<file path="config.mk">
export PLATFORM = sky130hd
export DESIGN_NAME = ub2x_queue
export DESIGN_NICKNAME = d
export VERILOG_FILES = /design/src/rtl/core/ub2x_pkg.sv /design/src/rtl/core/ub2x_queue.sv
export SDC_FILE = /design/constraint.sdc
export NUM_CORES = 1
export LEC_CHECK = 0
export BUFFER_PORTS_ARGS = -buffer_cell sky130_fd_sc_hd__buf_2
export CORE_MARGIN = 10
export CORE_UTILIZATION = 40
export DETAILED_ROUTE_END_ITERATION = 16
export SLEW_MARGIN = 40
export SYNTH_ARGS = -nofsm -noshare
export SYNTH_HDL_FRONTEND = slang
export SYNTH_SLANG_ARGS = --single-unit
</file>
<file path="constraint.sdc">
create_clock -name clk -period 20.5 [get_ports clk]
set_input_delay 2.05 -clock clk [delete_from_list [all_inputs] [get_ports clk]]
set_output_delay 2.05 -clock clk [all_outputs]
set_load 0.1 [all_outputs]
</file>
<file path="src/rtl/core/ub2x_pkg.sv">
`timescale 1ns / 1ps
// Shared types, constants and arithmetic helpers for the 2x upscaler with box mean.
// No dependencies; every other file of the block but ub2x_if imports this package.
package ub2x_pkg;

	localparam int ROW_W        = 12;    // source row counter
	localparam int COL_TAG_W    = 10;    // source column bits that reach the 11-bit column tag
	localparam int OUT_ROW_W    = 13;
	localparam int OUT_COL_W    = 11;
	localparam int CFG_W_W      = 11;
	localparam int CFG_H_W      = 13;
	localparam int HEIGHT_LIMIT = 4096;
	localparam int WIDTH_RESET  = 1024;
	localparam int HEIGHT_RESET = 1024;
	localparam int NPOS         = 9;     // 3x3 output candidates per source pixel
	localparam int SUM_W        = 12;    // weighted sum, at most 9 * 255
	localparam int BOX_RECIP    = 7282;  // ceil(2^16 / 9)
	localparam int RECIP_SHIFT  = 16;
	localparam int PROD_W       = 25;
	localparam int QDEPTH       = 2;
	localparam int QPW          = $clog2(QDEPTH);

	typedef struct packed {
		logic [7:0] red;
		logic [7:0] green;
		logic [7:0] blue;
	} pix_t;

	// One classified source pixel on its way from front to back.
	typedef struct packed {
		logic [ROW_W-1:0]     row;
		logic [COL_TAG_W-1:0] col;
		pix_t                 cur;
		pix_t                 up;
		pix_t                 ul;
		pix_t                 lf;
		logic [NPOS-1:0]      emit;
		logic [NPOS-1:0]      border;
		logic                 frame_last;
	} entry_t;

	typedef enum logic [0:0] {
		CFG_SRC_WIDTH  = 1'b0,
		CFG_SRC_HEIGHT = 1'b1
	} cfg_idx_t;

	// Weighted 3x3 sum from four source samples; the heavy side weighs 2.
	function automatic logic [SUM_W-1:0] box_sum(
		input logic [7:0] ul,
		input logic [7:0] up,
		input logic [7:0] lf,
		input logic [7:0] cur,
		input logic       top_heavy,
		input logic       left_heavy
	);
		logic [9:0] top_s;
		logic [9:0] bot_s;
		top_s = left_heavy ? ({ul, 1'b0} + 10'(up)) : (10'(ul) + {up, 1'b0});
		bot_s = left_heavy ? ({lf, 1'b0} + 10'(cur)) : (10'(lf) + {cur, 1'b0});
		return top_heavy ? (SUM_W'({top_s, 1'b0}) + SUM_W'(bot_s))
		                 : (SUM_W'(top_s) + SUM_W'({bot_s, 1'b0}));
	endfunction

	// Truncated divide by nine through a reciprocal; exact for sums below 2304.
	function automatic logic [7:0] div9(input logic [SUM_W-1:0] s);
		logic [PROD_W-1:0] p;
		p = PROD_W'(s) * PROD_W'(BOX_RECIP);
		return p[RECIP_SHIFT+7:RECIP_SHIFT];
	endfunction

endpackage

</file>
<file path="src/rtl/core/ub2x_queue.sv">
`timescale 1ns / 1ps
// Short queue of classified pixels between the front and back ends.
// Uses ub2x_pkg.
module ub2x_queue import ub2x_pkg::*; (
	input  logic   clk,
	input  logic   arst_n,
	input  logic   push,
	input  entry_t din,
	output logic   ready,
	input  logic   pop,
	output entry_t dout,
	output logic   nonempty
);

	entry_t         slot_q [QDEPTH];
	logic [QPW-1:0] wr_ptr_q;
	logic [QPW-1:0] rd_ptr_q;
	logic [QPW:0]   cnt_q;

	assign ready    = cnt_q != (QPW+1)'(QDEPTH);
	assign nonempty = cnt_q != '0;
	assign dout     = slot_q[rd_ptr_q];

	always_ff @(posedge clk or negedge arst_n) begin
		if (!arst_n) begin
			wr_ptr_q <= '0;
			rd_ptr_q <= '0;
			cnt_q    <= '0;
		end else begin
			if (push) begin
				wr_ptr_q <= (wr_ptr_q == QPW'(QDEPTH - 1)) ? '0 : wr_ptr_q + QPW'(1);
			end
			if (pop) begin
				rd_ptr_q <= (rd_ptr_q == QPW'(QDEPTH - 1)) ? '0 : rd_ptr_q + QPW'(1);
			end
			if (push && !pop) begin
				cnt_q <= cnt_q + (QPW+1)'(1);
			end else if (pop && !push) begin
				cnt_q <= cnt_q - (QPW+1)'(1);
			end
		end
	end

	always_ff @(posedge clk) begin
		if (push) begin
			slot_q[wr_ptr_q] <= din;
		end
	end

endmodule

</file>
==> Word level (Yosys, flattened, before mapping) <==
Memories as Yosys holds them, arrays and structs flattened.
Index checks and enable logic that the tools add are counted.
{ "op_classes": {"n_reduce_logical": 6, "n_addsub": 4, "n_eq_ne": 1, "mux": 6} }
{ "ops": {"columns": ["cell", "n"], "rows": [
  ["1-bit 2-to-1 mux", 4],
  ["2-bit 2-to-1 mux", 2],
  ["2-bit nonzero test", 2],
  ["1-bit adder (second input constant)", 2],
  ["2-bit by 1-bit adder with 2-bit output (second input constant)", 1],
  ["1-bit logical AND", 2],
  ["1-bit logical NOT", 2],
  ["2-bit inequality test (second input constant)", 1],
  ["2-bit by 1-bit subtractor with 2-bit output (second input constant)", 1]
]} }
{ "word_totals": {"regBits": 4, "out_inout_bits": 139, "n_memories": 1, "ram_bits": 274, "elab_cells": 21, "inputBits": 141} }
{ "memory_table": {"columns": ["memory", "depth", "word_bits", "rd", "rd_ports_with_merged_regs", "wr", "line", "rtl"], "rows": [
  ["slot_q", 2, 137, 1, 0, 1, "ub2x_queue.sv:15", "entry_t slot_q [QDEPTH];"]
]} }

==> Depth between registers and ports, before layout <==
{ "logic_depth": {"ltp_word": 4, "mapped_depth": 5, "ltp_nobuf": 5} }

==> Worst setup path after synthesis <==
OpenSTA, ideal clock, no wires.
{ "synth_path": {"path_kind": "input -> register", "from": "input port push", "to": "memory slot_q[0][0] in the netlist's numbering, enable pin", "setup_ns": 0.651, "t_arrival_ns": 7.983, "path_buffers": 0, "path_stages": 1, "required_time_ns": 19.849, "path_slack_ns": 11.866, "path_cell_list": "nor2b_1"} }
{ "synth_via": {"elab_chain_cells": 2} }
{ "synth_lines": {"columns": ["item", "line", "rtl"], "rows": [
  ["start: declaration", "ub2x_queue.sv:7", "input logic push,"],
  ["1-bit 2-to-1 mux", "ub2x_queue.sv:45", "if (push) begin"],
  ["1-bit 2-to-1 mux (implied by the code)", "ub2x_queue.sv:46", "slot_q[wr_ptr_q] <= din;"],
  ["end: declaration", "ub2x_queue.sv:15", null]
]} }
No other way between the ends.

==> flow_metrics.env <==
export IMPL_status="finished, final reports clean"
export IMPL_synth_cell_area_um2=10100
export IMPL_synth_warnings=0
export IMPL_syn_num_nets=584
export IMPL_vias=5161
export IMPL_ant_nets=0
export IMPL_layout_drive_gt1_share_pct=60.5
export IMPL_min_path_type="flop to flop"
export IMPL_drv_slew=0
export IMPL_via_per_inst=4.71
export IMPL_whs_ns=0.492
export IMPL_grt_max_degree=84
export IMPL_cts_resized=0
export IMPL_clock_latency_ns=0.52
export IMPL_finalSetupTns_ns=0
export IMPL_syn_inst=442
export IMPL_cts_setup_buffers=0
export IMPL_area_growth_pct=26.0
export IMPL_synthArstFlopShare_pct=1.44
export IMPL_wirelength_mm=22.0
export IMPL_synth_top_area_share_pct=81.3
export IMPL_worst_r2r_path_depth=2
export IMPL_cp_required_ns=18.45
export IMPL_dominantRegCellSynth="edfxtp_1"
export IMPL_cts_sinks=278
export IMPL_utilization_pct=50.9
export IMPL_drc=0
export IMPL_netlist_top_cells_area="edfxtp_1, mux2_2, buf_6, dfrtp_1, xor2_1"
export IMPL_place_inst=1041
export IMPL_crit_path_end_kind="primary output"
export IMPL_die_w_um=179
export IMPL_cts_tree="built"
export IMPL_startpoint="rd_ptr_q$_DFFE_PN0P_"
export IMPL_worst_clock_skew_ns=0.0137
export IMPL_rows=58
export IMPL_yosysTopAreaCell="edfxtp_1"
export IMPL_nets=885
export IMPL_hold_violations=0
export IMPL_fin_cells=1096
export IMPL_grt_pass1_vias=5805
export IMPL_holdBufCountCts=0
export IMPL_tightestPinTransition_ns=0.805
export IMPL_htree_levels=1
export IMPL_post_synth_top_count_cell="edfxtp_1"
export IMPL_worstHoldStart="cnt_q[1]$_DFFE_PN0P_"
export IMPL_core_um2=25000
export IMPL_r2r_slack_ns=18.55
export IMPL_synth_edff_count=274
export IMPL_timing_rr_start="wr_ptr_q$_DFFE_PN0P_"
export IMPL_io_buffers=279
export IMPL_multi_input_area_um2=1640
export IMPL_gr_total_overflow=0
export IMPL_rsz0062_at_grt="no"
export IMPL_synth_top_cells_by_count="edfxtp_1, mux2_2, buf_6"
export IMPL_reg2reg_to="slot_q[1][17]$_DFFE_PP_"
export IMPL_critPathKind="flop to primary output"
export IMPL_ios=280
export IMPL_drtIter0Drc=248
export IMPL_worst_path_max_fanout=83
export IMPL_clock_path_buffers=3
export IMPL_period_share_pct=24.6
export IMPL_fmax_mhz=198
export IMPL_synth_cell_type_count=14
export IMPL_design_die_area_um2=32100
export IMPL_setup_viol=0
export IMPL_yosysSeqAreaShare_pct=82.3
export IMPL_grt_usage_pct=13.0
export IMPL_start_kind="flop"
export IMPL_grt_pass1_wl_mm=32.3
export IMPL_ys_ff_latch=278
export IMPL_cap_violations=0
export IMPL_cp_data_arrival_time_ns=2.99
export IMPL_cts_root_buf="clkbuf_16"
export IMPL_wl_per_cell_um=20.1
export IMPL_start_util_pct=40.4
export IMPL_antenna_found_initial=2
export IMPL_clkTransAtPathRegs_ns=0.06
export IMPL_cts_buffers=29
export IMPL_max_slew_margin_pct=46.3
export IMPL_crit_path_end="dout[32]"
export IMPL_period_minus_slack_ns=5.04
export IMPL_fillers=2065
export IMPL_regArea_um2=8330
export IMPL_synth_avg_cell_area_um2=22.9
export IMPL_die_y_um=179
export IMPL_hpwl_mm=15.3
export IMPL_gp_congestion=0.738
export IMPL_firstDrtPassIters=5
[layout by cell type, fill, tap and decap left out]
master	n
and2_4	1
buf_16	1
buf_2	279
buf_4	3
buf_6	2
bufinv_16	3
clkbuf_1	9
clkbuf_16	29
clkinv_1	7
clkinv_2	4
dfrtp_1	3
dfrtp_4	1
diode_2	2
edfxtp_1	274
ha_1	1
inv_1	1
mux2_2	137
nand2b_1	1
nor2_1	1
nor2b_4	1
or2_2	1
xnor2_1	1
xor2_1	4
[critical path, stage by stage (launching register included)]
cell     delay (ns)
dfrtp_4        0.92
buf_6          0.66
mux2_2         0.32
buf_2          0.43
[how the worst min path moves through the flow]
| stage | slack [ns] | endpoint | cells after the start |
|---|---|---|---|
| 6_report | 0.49 | cnt_q[1]$_DFFE_PN0P_ | 1 |
| 4_1_cts | 0.50 | cnt_q[1]$_DFFE_PN0P_ | 1 |
| 3_5_place_dp | 0.49 | cnt_q[1]$_DFFE_PN0P_ | 1 |
| 2_1_floorplan | 0.46 | wr_ptr_q$_DFFE_PN0P_ | 1 |
| 5_1_grt | 0.53 | cnt_q[1]$_DFFE_PN0P_ | 1 |
| 3_3_place_gp | 0.47 | cnt_q[1]$_DFFE_PN0P_ | 1 |
[cells by family (layout without fill, tap and decap cells)]
kind of cell / after synthesis / count (layout) / share of synthesized area (%)
xor gates and xnor gates: 5 / 5 / 0.433
buffers and inverters: 16 / 338 / 1.64
muxes: 137 / 137 / 15.2
and+or+nand+nor: 5 / 5 / 0.284
other: 0 / 2 / 0
adders and majority gates: 1 / 1 / 0.124
DFF: 278 / 278 / 82.3
[metrics by stage]
step	worst slack, ns	instance area (um^2)
global route	15.30	12800
global placement	15.73	11800
CTS	15.41	12700
finish	15.46	12800
floorplan	11.87	10100
detailed placement	16.01	11800
[layout make-up]
type	count	share of cell area, %
Tap cell	330	3.24
Sequential cell	278	65.3
Multi-Input combinational cell	148	12.8
Timing Repair Buffer	285	11.5
Clock buffer	38	5.95
Antenna cell	2	0.0392
Inverter	1	0.0294
Clock inverter	14	1.07
[metal layers]
metal	wire length [um]	vias up	GRT usage, %
met5	0	-	0
met4	432	0	3.55
met3	2090	35	3.90
met2	11100	228	22.2
met1	8380	2519	15.8
li1	-	2379	-
[sequential cells by signal, summed over array words and instances, names as in the netlist]
name / flops
slot_q: 274
rd_ptr_q: 1
wr_ptr_q: 1
cnt_q: 2
Power is not shown: default switching activity piles up to over one toggle a cycle in this logic, so the estimate is an artifact.
