`src/rtl/core/ub2x_pkg.sv`:
```
`timescale 1ns / 1ps
// Shared types, constants and arithmetic helpers for the 2x upscaler with box mean.
// No dependencies; every other file of the block but ub2x_if imports this package.
package ub2x_pkg;

	localparam int ROW_W        = 12;    // source row counter
	localparam int COL_TAG_W    = 10;    // source column bits that reach the 11-bit column tag
	localparam int OUT_ROW_W    = 13;
	localparam int OUT_COL_W    = 11;
	localparam int CFG_W_W      = 11;
	localparam int CFG_H_W      = 13;
	localparam int HEIGHT_LIMIT = 4096;
	localparam int WIDTH_RESET  = 1024;
	localparam int HEIGHT_RESET = 1024;
	localparam int NPOS         = 9;     // 3x3 output candidates per source pixel
	localparam int SUM_W        = 12;    // weighted sum, at most 9 * 255
	localparam int BOX_RECIP    = 7282;  // ceil(2^16 / 9)
	localparam int RECIP_SHIFT  = 16;
	localparam int PROD_W       = 25;
	localparam int QDEPTH       = 2;
	localparam int QPW          = $clog2(QDEPTH);

	typedef struct packed {
		logic [7:0] red;
		logic [7:0] green;
		logic [7:0] blue;
	} pix_t;

	// One classified source pixel on its way from front to back.
	typedef struct packed {
		logic [ROW_W-1:0]     row;
		logic [COL_TAG_W-1:0] col;
		pix_t                 cur;
		pix_t                 up;
		pix_t                 ul;
		pix_t                 lf;
		logic [NPOS-1:0]      emit;
		logic [NPOS-1:0]      border;
		logic                 frame_last;
	} entry_t;

	typedef enum logic [0:0] {
		CFG_SRC_WIDTH  = 1'b0,
		CFG_SRC_HEIGHT = 1'b1
	} cfg_idx_t;

	// Weighted 3x3 sum from four source samples; the heavy side weighs 2.
	function automatic logic [SUM_W-1:0] box_sum(
		input logic [7:0] ul,
		input logic [7:0] up,
		input logic [7:0] lf,
		input logic [7:0] cur,
		input logic       top_heavy,
		input logic       left_heavy
	);
		logic [9:0] top_s;
		logic [9:0] bot_s;
		top_s = left_heavy ? ({ul, 1'b0} + 10'(up)) : (10'(ul) + {up, 1'b0});
		bot_s = left_heavy ? ({lf, 1'b0} + 10'(cur)) : (10'(lf) + {cur, 1'b0});
		return top_heavy ? (SUM_W'({top_s, 1'b0}) + SUM_W'(bot_s))
		                 : (SUM_W'(top_s) + SUM_W'({bot_s, 1'b0}));
	endfunction

	// Truncated divide by nine through a reciprocal; exact for sums below 2304.
	function automatic logic [7:0] div9(input logic [SUM_W-1:0] s);
		logic [PROD_W-1:0] p;
		p = PROD_W'(s) * PROD_W'(BOX_RECIP);
		return p[RECIP_SHIFT+7:RECIP_SHIFT];
	endfunction

endpackage

```
`src/rtl/core/ub2x_if.sv`:
```


interface ub2x_out_if;
	logic        valid;
	logic        ready;
	logic [12:0] out_row;
	logic [10:0] out_col;
	logic [7:0]  out_red;
	logic [7:0]  out_green;
	logic [7:0]  out_blue;
	logic        run_last;
	logic        frame_done;

	modport source(output valid, out_row, out_col, out_red, out_green, out_blue, run_last,
		frame_done, input ready);
	modport sink(input valid, out_row, out_col, out_red, out_green, out_blue, run_last,
		frame_done, output ready);
endinterface

```
`src/rtl/core/ub2x_back.sv`:
```
`timescale 1ns / 1ps
// Back end: walks the emit mask of the queue head, one output pixel per cycle while the
// receiver is ready, and computes border copies or truncated box means. Uses ub2x_pkg, ub2x_out_if.
module ub2x_back import ub2x_pkg::*; (
	input  logic       clk,
	input  logic       arst_n,
	input  entry_t     head,
	input  logic       head_valid,
	output logic       pop,
	ub2x_out_if.source out_px
);

	logic [NPOS-1:0]      taken_q;
	logic [NPOS-1:0]      active;
	logic [NPOS-1:0]      sel;
	logic                 last;
	logic                 di0, di1, dj0, dj1;
	logic                 is_border;
	logic [OUT_ROW_W-1:0] rbase, row_o;
	logic [OUT_COL_W-1:0] cbase, col_o;
	pix_t                 pix_o;
	logic                 fire;
	logic                 valid_q;

	assign active    = head.emit & ~taken_q;
	assign sel       = active & (~active + NPOS'(1));
	assign last      = (active & ~sel) == '0;
	assign di0       = |sel[2:0];
	assign di1       = |sel[5:3];
	assign dj0       = sel[0] | sel[3] | sel[6];
	assign dj1       = sel[1] | sel[4] | sel[7];
	assign is_border = |(sel & head.border);
	assign rbase     = {head.row, 1'b0};
	assign cbase     = {head.col, 1'b0};

	always_comb begin
		row_o = di0 ? rbase - OUT_ROW_W'(1) : (di1 ? rbase : rbase + OUT_ROW_W'(1));
		col_o = dj0 ? cbase - OUT_COL_W'(1) : (dj1 ? cbase : cbase + OUT_COL_W'(1));
		if (is_border) begin
			pix_o = head.cur;
		end else begin
			pix_o.red   = div9(box_sum(head.ul.red, head.up.red, head.lf.red,
				head.cur.red, di0, dj0));
			pix_o.green = div9(box_sum(head.ul.green, head.up.green, head.lf.green,
				head.cur.green, di0, dj0));
			pix_o.blue  = div9(box_sum(head.ul.blue, head.up.blue, head.lf.blue,
				head.cur.blue, di0, dj0));
		end
	end

	assign fire = head_valid && (!valid_q || out_px.ready);
	assign pop  = fire && last;

	always_ff @(posedge clk or negedge arst_n) begin
		if (!arst_n) begin
			taken_q <= '0;
			valid_q <= 1'b0;
		end else begin
			if (fire) begin
				taken_q <= last ? '0 : (taken_q | sel);
				valid_q <= 1'b1;
			end else if (out_px.ready) begin
				valid_q <= 1'b0;
			end
		end
	end

	always_ff @(posedge clk) begin
		if (fire) begin
			out_px.out_row    <= row_o;
			out_px.out_col    <= col_o;
			out_px.out_red    <= pix_o.red;
			out_px.out_green  <= pix_o.green;
			out_px.out_blue   <= pix_o.blue;
			out_px.run_last   <= last;
			out_px.frame_done <= last && head.frame_last;
		end
	end

	assign out_px.valid = valid_q;

endmodule

```
`src/flat_wrapper.sv`:
```
// flat-port wrapper written by rule: the top's interface ports become plain ports
module ub2x_back_flat import ub2x_pkg::*;
  (clk, arst_n, head, head_valid, pop, out_px_valid, out_px_out_row, out_px_out_col, out_px_out_red, out_px_out_green, out_px_out_blue, out_px_run_last, out_px_frame_done, out_px_ready);
  ub2x_out_if out_px_i ();
  input  logic clk;
  input  logic arst_n;
  input  entry_t head;
  input  logic head_valid;
  output logic pop;
  output wire logic [$bits(out_px_i.valid)-1:0] out_px_valid;
  output wire logic [$bits(out_px_i.out_row)-1:0] out_px_out_row;
  output wire logic [$bits(out_px_i.out_col)-1:0] out_px_out_col;
  output wire logic [$bits(out_px_i.out_red)-1:0] out_px_out_red;
  output wire logic [$bits(out_px_i.out_green)-1:0] out_px_out_green;
  output wire logic [$bits(out_px_i.out_blue)-1:0] out_px_out_blue;
  output wire logic [$bits(out_px_i.run_last)-1:0] out_px_run_last;
  output wire logic [$bits(out_px_i.frame_done)-1:0] out_px_frame_done;
  input wire logic [$bits(out_px_i.ready)-1:0] out_px_ready;
  assign out_px_valid = out_px_i.valid;
  assign out_px_out_row = out_px_i.out_row;
  assign out_px_out_col = out_px_i.out_col;
  assign out_px_out_red = out_px_i.out_red;
  assign out_px_out_green = out_px_i.out_green;
  assign out_px_out_blue = out_px_i.out_blue;
  assign out_px_run_last = out_px_i.run_last;
  assign out_px_frame_done = out_px_i.frame_done;
  assign out_px_i.ready = out_px_ready;
  ub2x_back u_core (.clk(clk), .arst_n(arst_n), .head(head), .head_valid(head_valid), .pop(pop), .out_px(out_px_i));
endmodule
```
`config.mk`:
```
export PLATFORM = sky130hd
export DESIGN_NAME = ub2x_back_flat
export DESIGN_NICKNAME = d
export VERILOG_FILES = /design/src/rtl/core/ub2x_pkg.sv /design/src/rtl/core/ub2x_if.sv /design/src/rtl/core/ub2x_back.sv /design/src/flat_wrapper.sv
export SDC_FILE = /design/constraint.sdc
export NUM_CORES = 1
export LEC_CHECK = 0
export BUFFER_PORTS_ARGS = -buffer_cell sky130_fd_sc_hd__buf_2
export CORE_MARGIN = 4
export CORE_UTILIZATION = 65
export CTS_CLUSTER_DIAMETER = 40
export DETAILED_ROUTE_END_ITERATION = 6
export PLACE_DENSITY_LB_ADDON = 0.12
export RECOVER_POWER = 50
export SLEW_MARGIN = 20
export SYNTH_ARGS = -nofsm -noshare
export SYNTH_HDL_FRONTEND = slang
export SYNTH_SLANG_ARGS = --single-unit
```
`constraint.sdc`:
```
create_clock -name clk -period 15.1 [get_ports clk]
set_clock_uncertainty 0.05 [all_clocks]
set_input_delay 0.755 -clock clk [delete_from_list [all_inputs] [get_ports clk]]
set_output_delay 0.755 -clock clk [all_outputs]
set_load 0.05 [all_outputs]
```
## Word-level counts from Yosys, hierarchy flattened

Cells that the tools add are included.

| word-level totals | value |
|---|---|
| bits in registers | 60 |
| bits in latches | 0 |
| bits in writable memories | 0 |
| bits in read-only memories | 0 |
| input port bits | 141 |
| output and inout port bits | 52 |
| logic and storage cells | 74 |
| memories kept | 0 |

| operators by class | value |
|---|---|
| add/sub/neg operators | 23 |
| $mul | 3 |
| divide/modulo/power cells | 0 |
| magnitude comparators | 0 |
| eq/ne operators | 0 |
| shifts and indexed selects | 0 |
| muxes and demuxes | 17 |
| bitwise operators | 12 |
| reductions and logical operators | 10 |

Operators by type and width:

| cell | number |
|---|---|
| $mul A12 B12 Y23 const B | 3 |
| $add A8 B9 Y10 | 6 |
| $add A9 B8 Y10 | 6 |
| $mux W10 | 6 |
| $add A10 B11 Y12 | 3 |
| $add A11 B10 Y12 | 3 |
| $and A9 B9 Y9 | 4 |
| $mux W12 | 3 |
| $not A9 Y9 | 3 |
| $mux W13 | 2 |
| $mux W24 | 1 |
| $mux W11 | 2 |
| $add A13 B1 Y13 const B | 1 |
| $sub A13 B1 Y13 const B | 1 |
| $add A11 B1 Y11 const B | 1 |
| $sub A11 B1 Y11 const B | 1 |
| $add A9 B1 Y9 const B | 1 |
| $logic_not A9 Y1 | 1 |
| $mux W9 | 1 |
| $or A9 B9 Y9 | 1 |
| $reduce_or A9 Y1 | 1 |
| $reduce_or A3 Y1 | 2 |
| $or A1 B1 Y1 | 4 |
| $logic_and A1 B1 Y1 | 3 |
| 4 further kinds | 5 |

## Depth between registers and ports, before layout

| logic depth | value |
|---|---|
| depth in word-level cells | 12 |
| gate-level depth with buffers | 43 |
| depth with buffers taken out | 38 |

## Worst setup path before layout

No wires, ideal clock.

| timing path | value |
|---|---|
| path type | in2reg |
| from | in head[11] in the netlist's numbering |
| to | reg u_core.out_px.out_blue[5], data pin |
| library setup time | 264 ps |
| arrival time | 8795 ps |
| required time | 14786 ps |
| slack | 5990 ps |
| stages | 38 |
| buffers on the path | 4 |
| path through | nor2b_1 -> buf_2 -> nor2_2 -> a21oi_1 -> clkbuf_1 -> clkbuf_1 -> clkbuf_1 -> mux2i_1 -> inv_1 -> ha_1 -> ha_1 -> or3_1 -> nor3_1 -> o41ai_1 -> a21o_1 -> a21oi_1 -> xnor2_1 -> mux2i_1 -> [2 not listed] -> ha_1 -> inv_1 -> fa_1 -> inv_1 -> fa_1 -> inv_1 -> fa_1 -> inv_1 -> ha_1 -> and4_1 -> a221o_1 -> and2_1 -> a211oi_1 -> nand2b_1 -> a211oi_2 -> or4_1 -> nand2_1 -> o21ai_1 |

RTL lines:

| item | line | RTL |
|---|---|---|
| start, declared | flat_wrapper.sv:7 | `input entry_t head;` |
| end signal, assigned | ub2x_back.sv:74 | `out_px.out_blue <= pix_o.blue;` |
| end, declared | ub2x_if.sv:14 | `modport source(output valid, out_row, out_col, out_red, out_green, out_blue, run_last,` |

==> metrics.md <==
| Metric | Value |
|---|---|
| CTS Buf Count | `9` |
| WS Path Type | `in -> reg` |
| Hold_buf cts | `0` |
| WP data required | `15.13 ns` |
| F_max | `107 MHz` |
| Layout Utilization | `73.5%` |
| Grt ovf | `0` |
| FF-to-FF Start | `u_core.taken_q[3]` |
| Cell taking the most area after synthesis | `ha_1` |
| H-tree depth | `3` |
| Max-Slew Margin vs Limit | `-122%` |
| Post-synthesis sequential area ratio | `11.4%` |
| Ys flop type | `edfxtp_1` |
| CP max stage delay | `0.60 ns` |
| Synth top cells by count | `335 x ha_1, 258 x inv_1, 156 x a21oi_1` |
| Critical R2R Capture | `u_core.out_px.out_blue[5]` |
| Slowest stage cell, crit path | `buf_4` |
| Synth Register Bits | `60` |
| GPL Wtd Cong | `0.935` |
| Netlist cell types | `74` |
| Syn avg cell area | `8.53 um2` |
| Worst hold path class | `in -> async` |
| Post-Route WL | `39700 um` |
| DRT iter0 DRCs | `944` |
| P&R area growth vs syn | `9.91%` |
| Synth Instances | `1797` |
| Final #Nets | `2552` |
| Crit path DAT | `9.40 ns` |
| Count of clock tree sinks | `60` |
| RSZ-0062 raised after global routing | `no` |
| DRC Markers | `0` |
| Setup tns final | `0 ns` |
| Resize count post-CTS | `0` |
| Ratio of cells with drive above 1 in the final layout | `9.96%` |
| Slew Limit Fails | `60` |
| Run status | `finished, violations left` |
| Die ar. | `26100 um2` |
| DRT Pass-1 Iters | `5` |
| Reg clk slew, reported paths | `0.06 ns` |
| Die Ht | `162 um` |
| Post-synth EDFFs | `50` |
| Largest cells by area after synthesis | `ha_1 27%, fa_1 13%, edfxtp_1 9.8%` |
| Post-CTS Setup Bufs | `0` |
| Final worst path period need | `9.37 ns` |
| Worst Path Max Fanout | `75` |
| I/O pins | `193` |
| Vias/cell | `5.76` |
| CP Capture Type | `flop` |
| Synth top area share | `27.3%` |
| First-pass GRT wire length | `64600 um` |
| Via count | `13.2k` |
| Net Count, Synth | `2376` |
| Async set-reset flop share out of synthesis | `16.7%` |
| Final Hold Viols | `0` |
| WHS | `0.350 ns` |
| Slew @ Worst Pin | `3.33 ns` |
| Initial antenna violation count | `2` |
| Clk_lat worst skew | `0.35 ns` |
| FF-to-FF path depth | `35` |
| Fillers | `1839` |
| Core box area | `22900 um2` |
| Most frequent CP cell | `inv_1` |
| Reg-to-reg setup timing slack | `5.85 ns` |
| # rows | `55` |
| Initial Util | `66.9%` |
| GRT Total Usage | `30.3%` |
| Failing checks | `capacitance limit, slew limit` |
| Synth Warn # | `0` |
| PortBufs | `192` |
| CP Buf/Inv Count | `9` |
| Vias in the first global route | `13.4k` |
| ANT nets after route | `0` |
| Largest net degree at the start of global routing | `76` |
| Max-Cap Viols | `1` |
| Worst setup SP type | `input pin` |
| Final HPWL DP | `34200 um` |
| Final setup fails | `0` |
| Cell area after synthesis | `15300 um2` |
| Top delay family on crit path | `adder cells` |
| Most numerous cell in the Yosys netlist | `ha_1` |
| Wire length per cell | `17.3 um` |
| Clk root buf | `clkbuf_16` |
| Clock Tree Buf Depth | `2` |
| Die Wd | `162 um` |
| Tcrit/Tclk final | `62.0%` |
| CTS tree | `built` |
==> area by class of cell <==
class	count	area, um2	share of cell area, %
Multi-Input combinational cell	1444	12500	74.2
Sequential cell	60	1750	10.4
Inverter	259	972	5.77
Timing Repair Buffer	199	945	5.61
Tap cell	313	392	2.32
Clock buffer	9	225	1.34
Clock inverter	7	51.3	0.304
Antenna cell	1	2.50	0.0149
==> registers in the layout, indices dropped and copies added, names as in the netlist, 8 cells and up <==
register and count:
u_core.out_px.out_green 8, u_core.out_px.out_red 8, u_core.out_px.out_blue 8, u_core.out_px.out_col 11
u_core.out_px.out_row 13, u_core.taken_q 9
==> cells in the final DEF, fill, tap and decap left out, types with 12 or more instances in the layout <==
cell type	instances
o21bai_1	39
nand2_1	144
nand2b_1	17
nor2_1	112
nand3_1	20
clkbuf_1	53
xor2_1	70
buf_2	140
o21a_1	12
inv_1	258
o21ai_0	63
edfxtp_1	50
a21o_1	46
ha_1	335
nor3_1	18
nor2b_1	24
xnor2_1	110
mux2i_1	12
a31oi_1	16
a21oi_1	155
fa_1	103
==> worst register-to-register path: cells and delay by family (launching register included) <==
kind,cells,cell delay (ns)
adder cells (fa/ha/maj),8,3.32
AND/OR/NAND/NOR,9,2.48
AO/OA/AOI/OAI,8,1.39
multiplexers,1,0.17
XOR/XNOR,1,0.20
buffers and inverters,8,1.01
flip-flops,1,0.40
==> through the flow <==
stage          area (um2)  std cells  worst slack [ns]
2_1_floorplan       15300       1797              5.99
3_3_place_gp        16600       2275              5.69
3_5_place_dp        16600       2275              5.46
4_1_cts             16900       2291              5.78
5_1_grt             16800       2292              4.99
6_report            16800       2292              5.73
==> layer usage <==
metal  routed length [um]  share of wire (%)  GRT usage (%)
met4                 1020                2.6           9.03
met1                18000                 45           41.2
met3                 2430                6.1           4.26
met2                18200                 46           50.3
met5                   19              0.048              0
==> how the worst max path moves through the flow <==
stage	start	end	cells after the start
2_1_floorplan	head[11]	u_core.out_px.out_blue[5]	38
3_3_place_gp	head[11]	u_core.out_px.out_green[5]	37
3_5_place_dp	head[11]	u_core.out_px.out_green[5]	37
4_1_cts	head[13]	u_core.out_px.out_blue[5]	36
5_1_grt	head[11]	u_core.out_px.out_green[5]	37
6_report	head[13]	u_core.out_px.out_blue[5]	36
==> cells by family (layout without fill, tap and decap cells) <==
family	after synthesis	count (layout)	share of synthesized area, %
mux	19	19	1.30
fa+ha+maj	439	439	40.9
buf+inv	293	474	7.22
xor+xnor	180	180	10.3
simple gates	394	394	11.7
other cells	0	1	0
compound gates	412	412	17.2
flops	60	60	11.4
Power is left out: the tool's default activity adds up to more than one toggle a clock period on the data nets, which glitch-free logic cannot reach.
